## config.mk

```make
export PLATFORM = sky130hd
export DESIGN_NAME = ogrf_span_mask
export DESIGN_NICKNAME = d
export VERILOG_FILES = /design/src/rtl/core/occupancy_grid_rect_fill_macros.svh /design/src/rtl/core/ogrf_pkg.sv /design/src/rtl/core/ogrf_span_mask.sv
export SDC_FILE = /design/constraint.sdc
export NUM_CORES = 1
export LEC_CHECK = 0
export BUFFER_PORTS_ARGS = -buffer_cell sky130_fd_sc_hd__clkbuf_2
export CAP_MARGIN = 10
export CORE_AREA = 3 3 90 92
export DETAILED_ROUTE_END_ITERATION = 16
export DIE_AREA = 0 0 93 95
export GPL_TIMING_DRIVEN = 0
export PLACE_DENSITY = 0.72
export REMOVE_ABC_BUFFERS = 1
export SLEW_MARGIN = 20
export SYNTH_ARGS = -nofsm -noshare
export SYNTH_HDL_FRONTEND = slang
export SYNTH_SLANG_ARGS = --single-unit
```

## constraint.sdc

```tcl
create_clock -name vclk -period 2.7
set_input_delay 0.675 -clock vclk [all_inputs]
set_output_delay 0.675 -clock vclk [all_outputs]
set_load 0.01 [all_outputs]
```

## src/rtl/core/occupancy_grid_rect_fill_macros.svh

```systemverilog
// ----------------------------------------------------------------------------
// occupancy grid rectangle fill: assertion macros
// shared property forms clocked on clock and masked during reset
// ----------------------------------------------------------------------------
`ifndef OCCUPANCY_GRID_RECT_FILL_MACROS_SVH
`define OCCUPANCY_GRID_RECT_FILL_MACROS_SVH

// same-cycle implication
`define OGRF_ASSERT_IMP(label, ante, cons, msg) \
   label: assert property (@(posedge clock) disable iff (reset) (ante) |-> (cons)) \
      else $error(msg);

// next-cycle implication
`define OGRF_ASSERT_NXT(label, ante, cons, msg) \
   label: assert property (@(posedge clock) disable iff (reset) (ante) |=> (cons)) \
      else $error(msg);

`endif

```

## src/rtl/core/ogrf_pkg.sv

```systemverilog
// ----------------------------------------------------------------------------
// ogrf_pkg
// sizes, codes, interface structs and helpers of the occupancy grid fill block
// ----------------------------------------------------------------------------
package ogrf_pkg;

   localparam int GRID_SIDE_MAX  = 1024;
   localparam int CELL_BITS      = $clog2(GRID_SIDE_MAX);
   localparam int SIDE_BITS      = $clog2(GRID_SIDE_MAX + 1);
   localparam int SIDE_MIN       = 3;

   localparam int WORD_BITS      = 64;
   localparam int WORD_OFS_BITS  = 6;
   localparam int Y_PAD_BITS     = (CELL_BITS > WORD_OFS_BITS) ? CELL_BITS : WORD_OFS_BITS + 1;
   localparam int WSEL_BITS      = Y_PAD_BITS - WORD_OFS_BITS;
   localparam int WORDS_PER_ROW  = 2 ** WSEL_BITS;
   localparam int MEM_DEPTH      = GRID_SIDE_MAX * WORDS_PER_ROW;
   localparam int ADDR_BITS      = CELL_BITS + WSEL_BITS;

   localparam int COORD_BITS     = 16;
   localparam int MAP_SIZE_BITS  = 11;
   localparam logic [MAP_SIZE_BITS-1:0] MAP_SIZE_RESET = MAP_SIZE_BITS'(1000);

   localparam int CSR_ADDR_BITS  = 3;
   localparam int CSR_DATA_BITS  = 32;
   localparam logic REG_MAP_SIZE = 1'b0;

   typedef enum logic [1:0] {
      OP_ADD    = 2'd0,
      OP_READ   = 2'd1,
      OP_REINIT = 2'd2,
      OP_NONE   = 2'd3
   } op_type;

   // one word of a row selected for masking
   typedef struct packed {
      logic                  ends_only;
      logic [WSEL_BITS-1:0]  word;
      logic [Y_PAD_BITS-1:0] lo;
      logic [Y_PAD_BITS-1:0] hi;
   } span_req_type;

   typedef struct packed {
      logic                 en;
      logic [ADDR_BITS-1:0] addr;
      logic [WORD_BITS-1:0] mask;
      logic [WORD_BITS-1:0] data;
   } mem_wr_type;

   function automatic logic [SIDE_BITS-1:0] side_in_use(
      input logic [MAP_SIZE_BITS-1:0] map_size
   );
      logic [31:0] wide;
      wide = 32'(map_size);
      if (wide < 32'(SIDE_MIN)) begin
         return SIDE_BITS'(SIDE_MIN);
      end else if (wide > 32'(GRID_SIDE_MAX)) begin
         return SIDE_BITS'(GRID_SIDE_MAX);
      end
      return SIDE_BITS'(wide);
   endfunction

   function automatic logic [WSEL_BITS-1:0] word_of(input logic [CELL_BITS-1:0] y);
      logic [Y_PAD_BITS-1:0] pad;
      pad = Y_PAD_BITS'(y);
      return pad[Y_PAD_BITS-1:WORD_OFS_BITS];
   endfunction

   function automatic logic [WORD_OFS_BITS-1:0] bit_of(input logic [CELL_BITS-1:0] y);
      logic [Y_PAD_BITS-1:0] pad;
      pad = Y_PAD_BITS'(y);
      return pad[WORD_OFS_BITS-1:0];
   endfunction

endpackage

```

## src/rtl/core/ogrf_span_mask.sv

```systemverilog
// ----------------------------------------------------------------------------
// ogrf_span_mask
// per-bit compare of one row word against a column span or its two ends
// ----------------------------------------------------------------------------
module ogrf_span_mask (
   input  ogrf_pkg::span_req_type              req,
   output logic [ogrf_pkg::WORD_BITS-1:0]      mask
);

   for (genvar i = 0; i < ogrf_pkg::WORD_BITS; i++) begin : g_bit
      logic [ogrf_pkg::Y_PAD_BITS-1:0] pos;
      assign pos = {req.word, ogrf_pkg::WORD_OFS_BITS'(i)};
      assign mask[i] = req.ends_only ? (pos == req.lo || pos == req.hi)
                                     : (pos >= req.lo && pos <= req.hi);
   end

endmodule

```

# After elaboration in Yosys (flattened, before gate mapping)
# Cells that the tools add are included.
# op_classes
n_lt_le_gt_ge,128
n_eq_ne,128
muxes,64
reduce_logical,128
# op_table
op,n
$eq A10 B10 Y1,128
$ge A10 B10 Y1,64
$le A10 B10 Y1,64
$logic_and A1 B1 Y1,64
$logic_or A1 B1 Y1,64
$mux W1,64
# totals
register_bits,0
out_inout_bits,64
elab_cells,448

# Longest topological paths before layout
# logic_depth
ltp_word,3
ltp_mapped,9
ltp_nobuf,7

# Worst setup path before layout
# Ideal clock, no wire load.
# synth_timing
kind,input to output
startpoint,input port req[9] (netlist bit)
endpoint,output port mask[54] (netlist bit)
t_arrival_ns,2.263
path_slack_ns,-0.238
cell_stages,8
n_path_buf,1
cell_sequence,inv_1 ha_1 a21oi_1 o211ai_1 buf_2 o22ai_1 a21oi_1 a211oi_1
# synth_via
elab_chain_cells,3
word_cells_on_any_way,5
classes_between,order compare (1); eq/ne (1); mux (1); reduce/logical (2)
# synth_rtl
item,line,text
start: declaration,ogrf_span_mask.sv:6,"input ogrf_pkg::span_req_type req,"
$le A10 B10 Y1 or $eq A10 B10 Y1 (tied branches),"ogrf_span_mask.sv:14, ogrf_span_mask.sv:13",
$logic_and A1 B1 Y1 or $logic_or A1 B1 Y1 (tied branches),"ogrf_span_mask.sv:14, ogrf_span_mask.sv:13",
$mux W1 *,ogrf_span_mask.sv:13,assign mask[i] = req.ends_only ? (pos == req.lo || pos == req.hi)
end: declaration,ogrf_span_mask.sv:7,output logic [ogrf_pkg::WORD_BITS-1:0] mask
# Mark *: on every way between the ends. The rest lies on a longest branch, timed or not.

# Final worst setup path
# layout_timing
startpoint,input port req[8] (netlist bit)
endpoint,output port mask[43] (netlist bit)
# Same word-level chain as after synthesis.

==> impl_metrics.yaml <==
layout:
  layout.nets: 752
  mostFrequentLayoutCells: "nor2_1 (55), buf_4 (45), buf_2 (44), nand2_1 (42), o21ai_0 (35)"
  area_growth_pct: 82.4
  multiInputGateArea_sq_um: 4340
  drive_above_1_share: 0.541
  seq_cells: 0
  mostFrequentLayoutCell: "nor2_1"
  layoutNonFillerInstCount: 814
  n_clock_buffer: 0
  num_antenna_cells: 0
  seqCellArea_sq_um: 0
  fillers: 456
grt:
  gr-total-overflow: 0
  antenna_found_initial: 0
  gr-usage-all-layers: 0.473
  grt_max_degree: 42
  first_global_vias: 5870
  grt_pass1_wl_microns: 32600
yosys:
  ys.warnings.count: 0
  ys_types: 67
  yosysSeqAreaShare: 0
  netlist_area_sq_um: 3330
  syn_area_per_cell_sq_um: 5.64
  postSynthCellCount: 590
min_path:
  hp-class: "input port to output port"
  min_path_cells: 3
floorplan:
  die_y_microns: 95
  design.die.area_sq_um: 8840
  start_util: 0.456
  coreArea_sq_um: 7290
  die_w_microns: 93
  fp-row-count: 31
  ios: 89
setup_path:
  critical_path.max_fanout: 6
  critPathArrivalTime_ns: 2.65
  required_ns: 2.03
  cp-end-kind: "output port"
  crit_start: "req[8]"
  crit_type: "input port to output port"
  critPathCapture: "mask[43]"
  crit_path_start_kind: "input port"
sta:
  setup_viol: 64
  rsz0062_at_grt: "yes"
  hold_viol_final: 0
  fin_crit_sh: 1.23
  max-slew-margin-rel: 0.560
  fmax_mhz: 301
  max_slew.worst_pin.slew_ns: 0.657
  layout_min_cycle_time_ns: 3.32
  timing.final.ws_setup_ns: -0.621
  drv_slew: 0
routing:
  wl_microns: 24100
  viasPerCell: 7.96
  drc: 0
  wl_met3_microns: 3930
  dr_wl_met2_microns: 9760
  vias: 6479
  maxUsedRoutingLayer: "met4"
  firstDrtPassIters: 7
  ant_nets: 0
  drtIter0Drc: 1168
  wl_met1_microns: 7880
  wl_per_cell_microns: 29.6
run_status:
  violations: "negative setup slack"
  status: "finished, violations left"
power:
  power_density_nw_per_um2: 212
  p_total_w: 0.00129
  vdd_ir_drop_max_mv: 0.211
  power_leakage_nw: 2.25
placed_design:
  place.detailed.instances: 725
  io_buffers: 89
  dp_hpwl_microns: 12400
  gp_congestion: 1.00
flow_run:
  cap_viol_max_count: 0
clocking:
  hold_buffers: 0
[worst min path at each step]
stage | start | endpoint | slack, ns
after floorplan | req[24] | mask[18] | 1.42
after global placement | req[15] | mask[11] | 1.93
after detailed placement | req[4] | mask[21] | 1.94
after CTS | req[24] | mask[51] | 1.77
after global routing | req[24] | mask[51] | 1.83
final | req[24] | mask[58] | 1.80
[final cells by class]
| type | instances | area share |
|---|---|---|
| Timing Repair inverter | 1 | 0.000825 |
| Inverter | 18 | 0.0134 |
| Multi-Input combinational cell | 520 | 0.714 |
| Timing Repair Buffer | 176 | 0.251 |
| Tap cell | 99 | 0.0204 |
[what timing repair did]
item                                   4_1_cts  5_1_grt
buffers inserted                            52       32
cloned                                       5        2
resized for setup                          248      169
pin swaps                                   52       67
endpoints found under the hold margin        0        0
setup endpoints to repair                   64       64
[per-layer routing]
metal	global-route usage	vias to the layer above
met5	0	-
met4	0.325	0
met3	0.173	293
met2	0.711	775
met1	0.559	2911
li1	-	2500
[stage by stage]
stage | worst slack (ns) | setup TNS [ns] | util | hold slack, ns | cell area (sq um)
global route | -0.674 | -29.81 | 0.832 | 1.83 | 6070
detailed placement | -1.38 | -59.78 | 0.506 | 1.94 | 3690
CTS | -0.446 | -19.44 | 0.719 | 1.77 | 5240
floorplan | -0.458 | -14.78 | - | 1.42 | 3070
global placement | -2.42 | -92.75 | 0.500 | 1.93 | 3640
finish | -0.621 | -26.84 | 0.832 | 1.80 | 6070
[synthesized netlist by cell type, drive strengths merged, types with 6 or more instances]
| library cell | n | area share |
|---|---|---|
| nor2 | 90 | 0.10 |
| o21ai | 69 | 0.10 |
| nand2 | 57 | 0.066 |
| a21oi | 43 | 0.065 |
| nor3 | 35 | 0.059 |
| nand3 | 32 | 0.051 |
| buf | 29 | 0.045 |
| clkbuf | 27 | 0.031 |
| o22ai | 23 | 0.043 |
| inv | 18 | 0.020 |
| a31oi | 10 | 0.019 |
| ha | 10 | 0.038 |
| and2 | 9 | 0.017 |
| and3 | 8 | 0.015 |
| nand4 | 8 | 0.021 |
| o21a | 8 | 0.018 |
| o31ai | 8 | 0.020 |
| o32a | 8 | 0.024 |
| a211oi | 7 | 0.016 |
| nand2b | 7 | 0.013 |
| o32ai | 7 | 0.018 |
| o22a | 6 | 0.016 |
[cell families after synthesis]
kind of cell             synth area share
AO/OA/AOI/OAI                       0.462
adder cells (fa/ha/maj)            0.0376
buffers and inverters              0.0963
multiplexers                      0.00301
AND/OR/NAND/NOR                     0.401
[critical path, stage by stage]
cell	delay [ns]
clkbuf_2	0.09
inv_1	0.06
ha_4	0.34
nand4_4	0.17
or3_4	0.45
nor3_2	0.27
o21ai_0	0.17
o21ai_1	0.23
clkbuf_2	0.17
[where the power goes]
group / internal [W] / switching (W)
clock network: 0 / 0
registers: 0 / 0
logic: 0.000509 / 0.000776
total: 0.000509 / 0.000776
No activity file was read; power rests on OpenSTA's default activity.
