### src/rtl/core/occupancy_grid_rect_fill_macros.svh
// ----------------------------------------------------------------------------
// occupancy grid rectangle fill: assertion macros
// shared property forms clocked on clock and masked during reset
// ----------------------------------------------------------------------------
`ifndef OCCUPANCY_GRID_RECT_FILL_MACROS_SVH
`define OCCUPANCY_GRID_RECT_FILL_MACROS_SVH

// same-cycle implication
`define OGRF_ASSERT_IMP(label, ante, cons, msg) \
   label: assert property (@(posedge clock) disable iff (reset) (ante) |-> (cons)) \
      else $error(msg);

// next-cycle implication
`define OGRF_ASSERT_NXT(label, ante, cons, msg) \
   label: assert property (@(posedge clock) disable iff (reset) (ante) |=> (cons)) \
      else $error(msg);

`endif

### src/rtl/core/ogrf_pkg.sv
// ----------------------------------------------------------------------------
// ogrf_pkg
// sizes, codes, interface structs and helpers of the occupancy grid fill block
// ----------------------------------------------------------------------------
package ogrf_pkg;

   localparam int GRID_SIDE_MAX  = 1024;
   localparam int CELL_BITS      = $clog2(GRID_SIDE_MAX);
   localparam int SIDE_BITS      = $clog2(GRID_SIDE_MAX + 1);
   localparam int SIDE_MIN       = 3;

   localparam int WORD_BITS      = 64;
   localparam int WORD_OFS_BITS  = 6;
   localparam int Y_PAD_BITS     = (CELL_BITS > WORD_OFS_BITS) ? CELL_BITS : WORD_OFS_BITS + 1;
   localparam int WSEL_BITS      = Y_PAD_BITS - WORD_OFS_BITS;
   localparam int WORDS_PER_ROW  = 2 ** WSEL_BITS;
   localparam int MEM_DEPTH      = GRID_SIDE_MAX * WORDS_PER_ROW;
   localparam int ADDR_BITS      = CELL_BITS + WSEL_BITS;

   localparam int COORD_BITS     = 16;
   localparam int MAP_SIZE_BITS  = 11;
   localparam logic [MAP_SIZE_BITS-1:0] MAP_SIZE_RESET = MAP_SIZE_BITS'(1000);

   localparam int CSR_ADDR_BITS  = 3;
   localparam int CSR_DATA_BITS  = 32;
   localparam logic REG_MAP_SIZE = 1'b0;

   typedef enum logic [1:0] {
      OP_ADD    = 2'd0,
      OP_READ   = 2'd1,
      OP_REINIT = 2'd2,
      OP_NONE   = 2'd3
   } op_type;

   // one word of a row selected for masking
   typedef struct packed {
      logic                  ends_only;
      logic [WSEL_BITS-1:0]  word;
      logic [Y_PAD_BITS-1:0] lo;
      logic [Y_PAD_BITS-1:0] hi;
   } span_req_type;

   typedef struct packed {
      logic                 en;
      logic [ADDR_BITS-1:0] addr;
      logic [WORD_BITS-1:0] mask;
      logic [WORD_BITS-1:0] data;
   } mem_wr_type;

   function automatic logic [SIDE_BITS-1:0] side_in_use(
      input logic [MAP_SIZE_BITS-1:0] map_size
   );
      logic [31:0] wide;
      wide = 32'(map_size);
      if (wide < 32'(SIDE_MIN)) begin
         return SIDE_BITS'(SIDE_MIN);
      end else if (wide > 32'(GRID_SIDE_MAX)) begin
         return SIDE_BITS'(GRID_SIDE_MAX);
      end
      return SIDE_BITS'(wide);
   endfunction

   function automatic logic [WSEL_BITS-1:0] word_of(input logic [CELL_BITS-1:0] y);
      logic [Y_PAD_BITS-1:0] pad;
      pad = Y_PAD_BITS'(y);
      return pad[Y_PAD_BITS-1:WORD_OFS_BITS];
   endfunction

   function automatic logic [WORD_OFS_BITS-1:0] bit_of(input logic [CELL_BITS-1:0] y);
      logic [Y_PAD_BITS-1:0] pad;
      pad = Y_PAD_BITS'(y);
      return pad[WORD_OFS_BITS-1:0];
   endfunction

endpackage

### src/rtl/core/ogrf_clamp.sv
// ----------------------------------------------------------------------------
// ogrf_clamp
// shared coordinate unit: clamps one signed coordinate into the grid
// ----------------------------------------------------------------------------
module ogrf_clamp (
   input  logic signed [ogrf_pkg::COORD_BITS-1:0] value,
   input  logic [ogrf_pkg::SIDE_BITS-1:0]         side,
   output logic [ogrf_pkg::CELL_BITS-1:0]         clamped,
   output logic                                   below,
   output logic                                   above
);

   logic signed [31:0] value_wide;
   logic signed [31:0] side_wide;

   assign value_wide = 32'(value);
   assign side_wide  = signed'(32'(side));
   assign below      = value_wide < 0;
   assign above      = value_wide >= side_wide;

   always_comb begin
      if (below || value_wide == 0) begin
         clamped = '0;
      end else if (above) begin
         clamped = ogrf_pkg::CELL_BITS'(side - ogrf_pkg::SIDE_BITS'(1));
      end else begin
         clamped = ogrf_pkg::CELL_BITS'(value_wide);
      end
   end

endmodule

### config.mk
export PLATFORM = sky130hd
export DESIGN_NAME = ogrf_clamp
export DESIGN_NICKNAME = d
export VERILOG_FILES = /design/src/rtl/core/occupancy_grid_rect_fill_macros.svh /design/src/rtl/core/ogrf_pkg.sv /design/src/rtl/core/ogrf_clamp.sv
export SDC_FILE = /design/constraint.sdc
export NUM_CORES = 1
export LEC_CHECK = 0
export ABC_AREA = 1
export BUFFER_PORTS_ARGS = -buffer_cell sky130_fd_sc_hd__buf_2
export CAP_MARGIN = 20
export CORE_ASPECT_RATIO = 0.9
export CORE_MARGIN = 2
export CORE_UTILIZATION = 44
export DETAILED_ROUTE_END_ITERATION = 8
export PLACE_DENSITY = 0.81
export SETUP_SLACK_MARGIN = 0.15
export SLEW_MARGIN = 20
export SYNTH_ARGS = -nofsm -noshare
export SYNTH_HDL_FRONTEND = slang
export SYNTH_SLANG_ARGS = --single-unit
### constraint.sdc
create_clock -name vclk -period 1.85
set_input_delay 0.2775 -clock vclk [all_inputs]
set_output_delay 0.2775 -clock vclk [all_outputs]
set_load 0.005 [all_outputs]
==> impl_metrics.toml, run 1 <==
[synthesis]
synth_commonest_cells = "29 x nand2_1, 23 x inv_1, 21 x nor2_1, 12 x ha_1, 9 x nor2_2"
netlist_area_sq_um = 772
yosysMostFrequentCell = "nand2_1"
synth_area_leader_cell = "ha_1"
synth_top_area_frac = 0.194
synth_cells = 134
synth.avg_cell_area_sq_um = 5.76
syn-num-nets = 173
ys_warn_count = 0
synthTopCellsByArea = "ha_1 19%, nand2_1 14%, inv_1 11%"
synth_cell_types = 20
ys_seq_area_frac = 0

[floorplan]
die_w_microns = 48.2
die_h_microns = 43.7
ios = 39
num_rows = 14
start_util = 0.464

[outcome]
firstError = "[ERROR GRT-0232] Routing congestion too high. Check the congestion heatmap in the GUI."
lastStage = "global routing (5_1_grt)"
status = "did not finish"

[placed_design]
hpwl_microns = 2090
place_area_sq_um = 1330
io_buffers = 39
gp_congestion = 0.845
dpl.cell_count = 227
place_ws_ns = -0.212

[global_routing]
overflow = 25
grt_max_degree = 14
grt_usage = 0.676

[clocking]
holdBufCountCts = 0
cts_setup_buffers = 0

[sta]
worst_endpoint_kind = "primary output"
postGrtWorstEndpoint = "clamped[4]"
-- routing by layer --
layer  GRT overflow  GRT usage
met4             11      0.805
met5              0          0
met3              0      0.442
met1              0      0.623
met2             14      0.879
-- logic make-up after synthesis --
group	after synthesis	share of synthesized area
buffers and inverters	25	0.141
XOR/XNOR	7	0.0794
AO/OA/AOI/OAI	9	0.0713
AND/OR/NAND/NOR	81	0.514
adder cells (fa/ha/maj)	12	0.194
-- timing repair --
action,4_1_cts
resized for setup,27
setup endpoints to repair,11
endpoints found under the hold margin,0
pin swaps,13
-- through the flow --
step	utilization	TNS (ns)
after floorplan	-	0
after global placement	0.798	-1.30
after detailed placement	0.798	-1.95
after CTS	0.870	-1.22
==> inputs of run 2 (changes only) <==
--- a/config.mk
+++ b/config.mk
@@ -8,12 +8,10 @@
 export ABC_AREA = 1
 export BUFFER_PORTS_ARGS = -buffer_cell sky130_fd_sc_hd__buf_2
 export CAP_MARGIN = 20
-export CORE_ASPECT_RATIO = 0.9
-export CORE_MARGIN = 2
-export CORE_UTILIZATION = 44
+export CORE_AREA = 2 2 63 65
 export DETAILED_ROUTE_END_ITERATION = 8
-export PLACE_DENSITY = 0.81
-export SETUP_SLACK_MARGIN = 0.15
+export DIE_AREA = 0 0 65 67
+export PLACE_DENSITY_LB_ADDON = 0.15
 export SLEW_MARGIN = 20
 export SYNTH_ARGS = -nofsm -noshare
 export SYNTH_HDL_FRONTEND = slang
==> constraint.sdc (replaced) <==
create_clock -name vclk -period 2.41
set_input_delay 0.3615 -clock vclk [all_inputs]
set_output_delay 0.3615 -clock vclk [all_outputs]
set_load 0.005 [all_outputs]
==> run 2 against run 1 <==
Synthesized area is the same; synthesized cell count is the same; the flow now finishes without violations.
==> impl_metrics.toml, run 2 <==
[outcome]
status = "complete, no violations"

[placed_design]
io_buffers = 39
dpl.cell_count = 221
place_area_sq_um = 1020
gp_congestion = 0.763
hpwl_microns = 1910
place_ws_ns = 0.116

[final_layout]
seq_area_sq_um = 0
n_fill_cell = 419
mostFrequentLayoutCells = "39 x buf_2, 26 x nand2_1, 22 x inv_1, 20 x nor2_1, 10 x ha_1"
final_common_cell = "buf_2"
layout.nets = 219
antenna_cells = 0
seq_cell_count = 0
final_cells = 226
drive_gt1_frac = 0.416
clockBufferCount = 0
stdcell_area_sq_um = 1120
area_growth_pct = 45.7
multi_input_area_sq_um = 746

[floorplan]
num_rows = 22
die_w_microns = 65
die_h_microns = 67
ios = 39
start_util = 0.214
core-area_sq_um = 3610
dieArea_sq_um = 4360

[critical_path]
cp_max_fo = 5
path_cells = "buf_2 > ha_1 > inv_1 > nor2_2 > nand3_1 > nor2_4 > nand2_2 > nand2_2 > nand2_4 > buf_4 > a21oi_1 > nor2_1 > buf_2"
cp_slowest_cell = "ha_1"
start_kind = "input pin"
critPathArrivalTime_ns = 1.92
path_class = "input pin to primary output"
cp.required_ns = 2.05
end_kind = "primary output"
cpPeakStageDelay_ns = 0.27

[synthesis]
synth.area.mux_share = 0
synth_top_area_frac = 0.194
synthTopCellsByArea = "ha_1 19%, nand2_1 14%, inv_1 11%"
syn-num-nets = 173
synth-simple-area-share = 0.514
synth_top_family_by_area = "simple AND/OR/NAND/NOR gates"
synth_commonest_cells = "29 x nand2_1, 23 x inv_1, 21 x nor2_1, 12 x ha_1, 9 x nor2_2"
ys_seq_area_frac = 0
netlist_area_sq_um = 772
yosysMostFrequentCell = "nand2_1"
synth_area_leader_cell = "ha_1"
synth_fa_ha_area_frac = 0.194
synth_cell_types = 20
synth.avg_cell_area_sq_um = 5.76
synth-compound-area-share = 0.0713
ys_warn_count = 0
synth_cells = 134
synth_xor_area_frac = 0.0794

[sta]
drv_slew = 0
setup_violations = 0
timing.final.ws_setup_ns = 0.125
slew_headroom = 0.598
final.period_utilization = 0.948
finalHoldViolCount = 0
final.min_clock_period_ns = 2.29
finalSetupTns_ns = 0
tightest_slew_ns = 0.601
max_freq_mhz = 438

[routing]
antenna_left = 0
dr_total_vias = 933
met3_length_microns = 135
drt_wl_total_microns = 2390
viasPerCell = 4.13
drc = 0
wl_per_cell_microns = 10.6
met1_length_microns = 1170
drt_iter0_drc = 32
wl_met2_microns = 1080
drtPass1Iterations = 4
routed.top_layer = "met3"

[global_routing]
grt_max_degree = 14
grt_pass1_wl_microns = 3610
overflow = 0
antenna_found_initial = 0
grt_usage = 0.102
grt_pass1_vias = 807

[power_and_ir_drop]
leakage_nw = 0.627
ir_worst_vdd_mv = 0.0516
power_density_nw_per_um2 = 155
total_power_w = 0.000174

[clocking]
holdBufCountCts = 0

[run]
drv_cap = 0

[hold_path]
min_path_type = "input pin to primary output"
==> run 2: worst paths after layout <==
| kind | endpoint | slack, ns | start | cells past startpoint |
|---|---|---|---|---|
| setup / recovery | clamped[7] | 0.12 | value[10] | 13 |
| hold / removal | below | 0.98 | value[15] | 2 |
==> run 2: cell families (layout without fill, tap and decap cells) <==
family,after synthesis,after routing
and+or+nand+nor,81,83
xor gates and xnor gates,7,7
AOI/OAI and AO/OA,9,9
adders and majority gates,12,12
buffers and inverters,25,67
==> run 2: where the power goes <==
part           internal [W]  total (W)  leakage, nW  switching [W]
sequential                0          0            0              0
clock                     0          0            0              0
combinational     0.0000769   0.000174        0.627      0.0000974
total             0.0000769   0.000174        0.627      0.0000974
==> run 2: metal layers <==
| metal | global-route usage | vias to the layer above |
|---|---|---|
| li1 | - | 508 |
| met1 | 0.152 | 397 |
| met2 | 0.169 | 28 |
| met3 | 0.00676 | 0 |
| met4 | 0 | 0 |
| met5 | 0 | - |
==> run 2: area by class of cell <==
| class | instances | area share |
|---|---|---|
| Multi-Input combinational cell | 111 | 0.663 |
| Tap cell | 48 | 0.0534 |
| Timing Repair Buffer | 44 | 0.207 |
| Inverter | 23 | 0.0768 |
==> run 2: repair_timing <==
item	4_1_cts	5_1_grt
resized for setup	0	12
setup endpoints to repair	0	6
buffers inserted	0	3
==> run 2: critical path: cells and delay by family <==
family          cells  cell delay, ns
simple gates        7            0.72
buf+inv             4            0.42
fa+ha+maj           1            0.27
compound gates      1            0.14
==> run 2: per-stage QoR <==
| stage | hold WS [ns] | util |
|---|---|---|
| finish | 0.979 | 0.312 |
| global route | 0.997 | 0.312 |
| CTS | 0.987 | 0.283 |
| detailed placement | 0.985 | 0.283 |
| global placement | 0.983 | 0.283 |
| floorplan | 0.804 | - |
(Power assumes the default switching activity.)
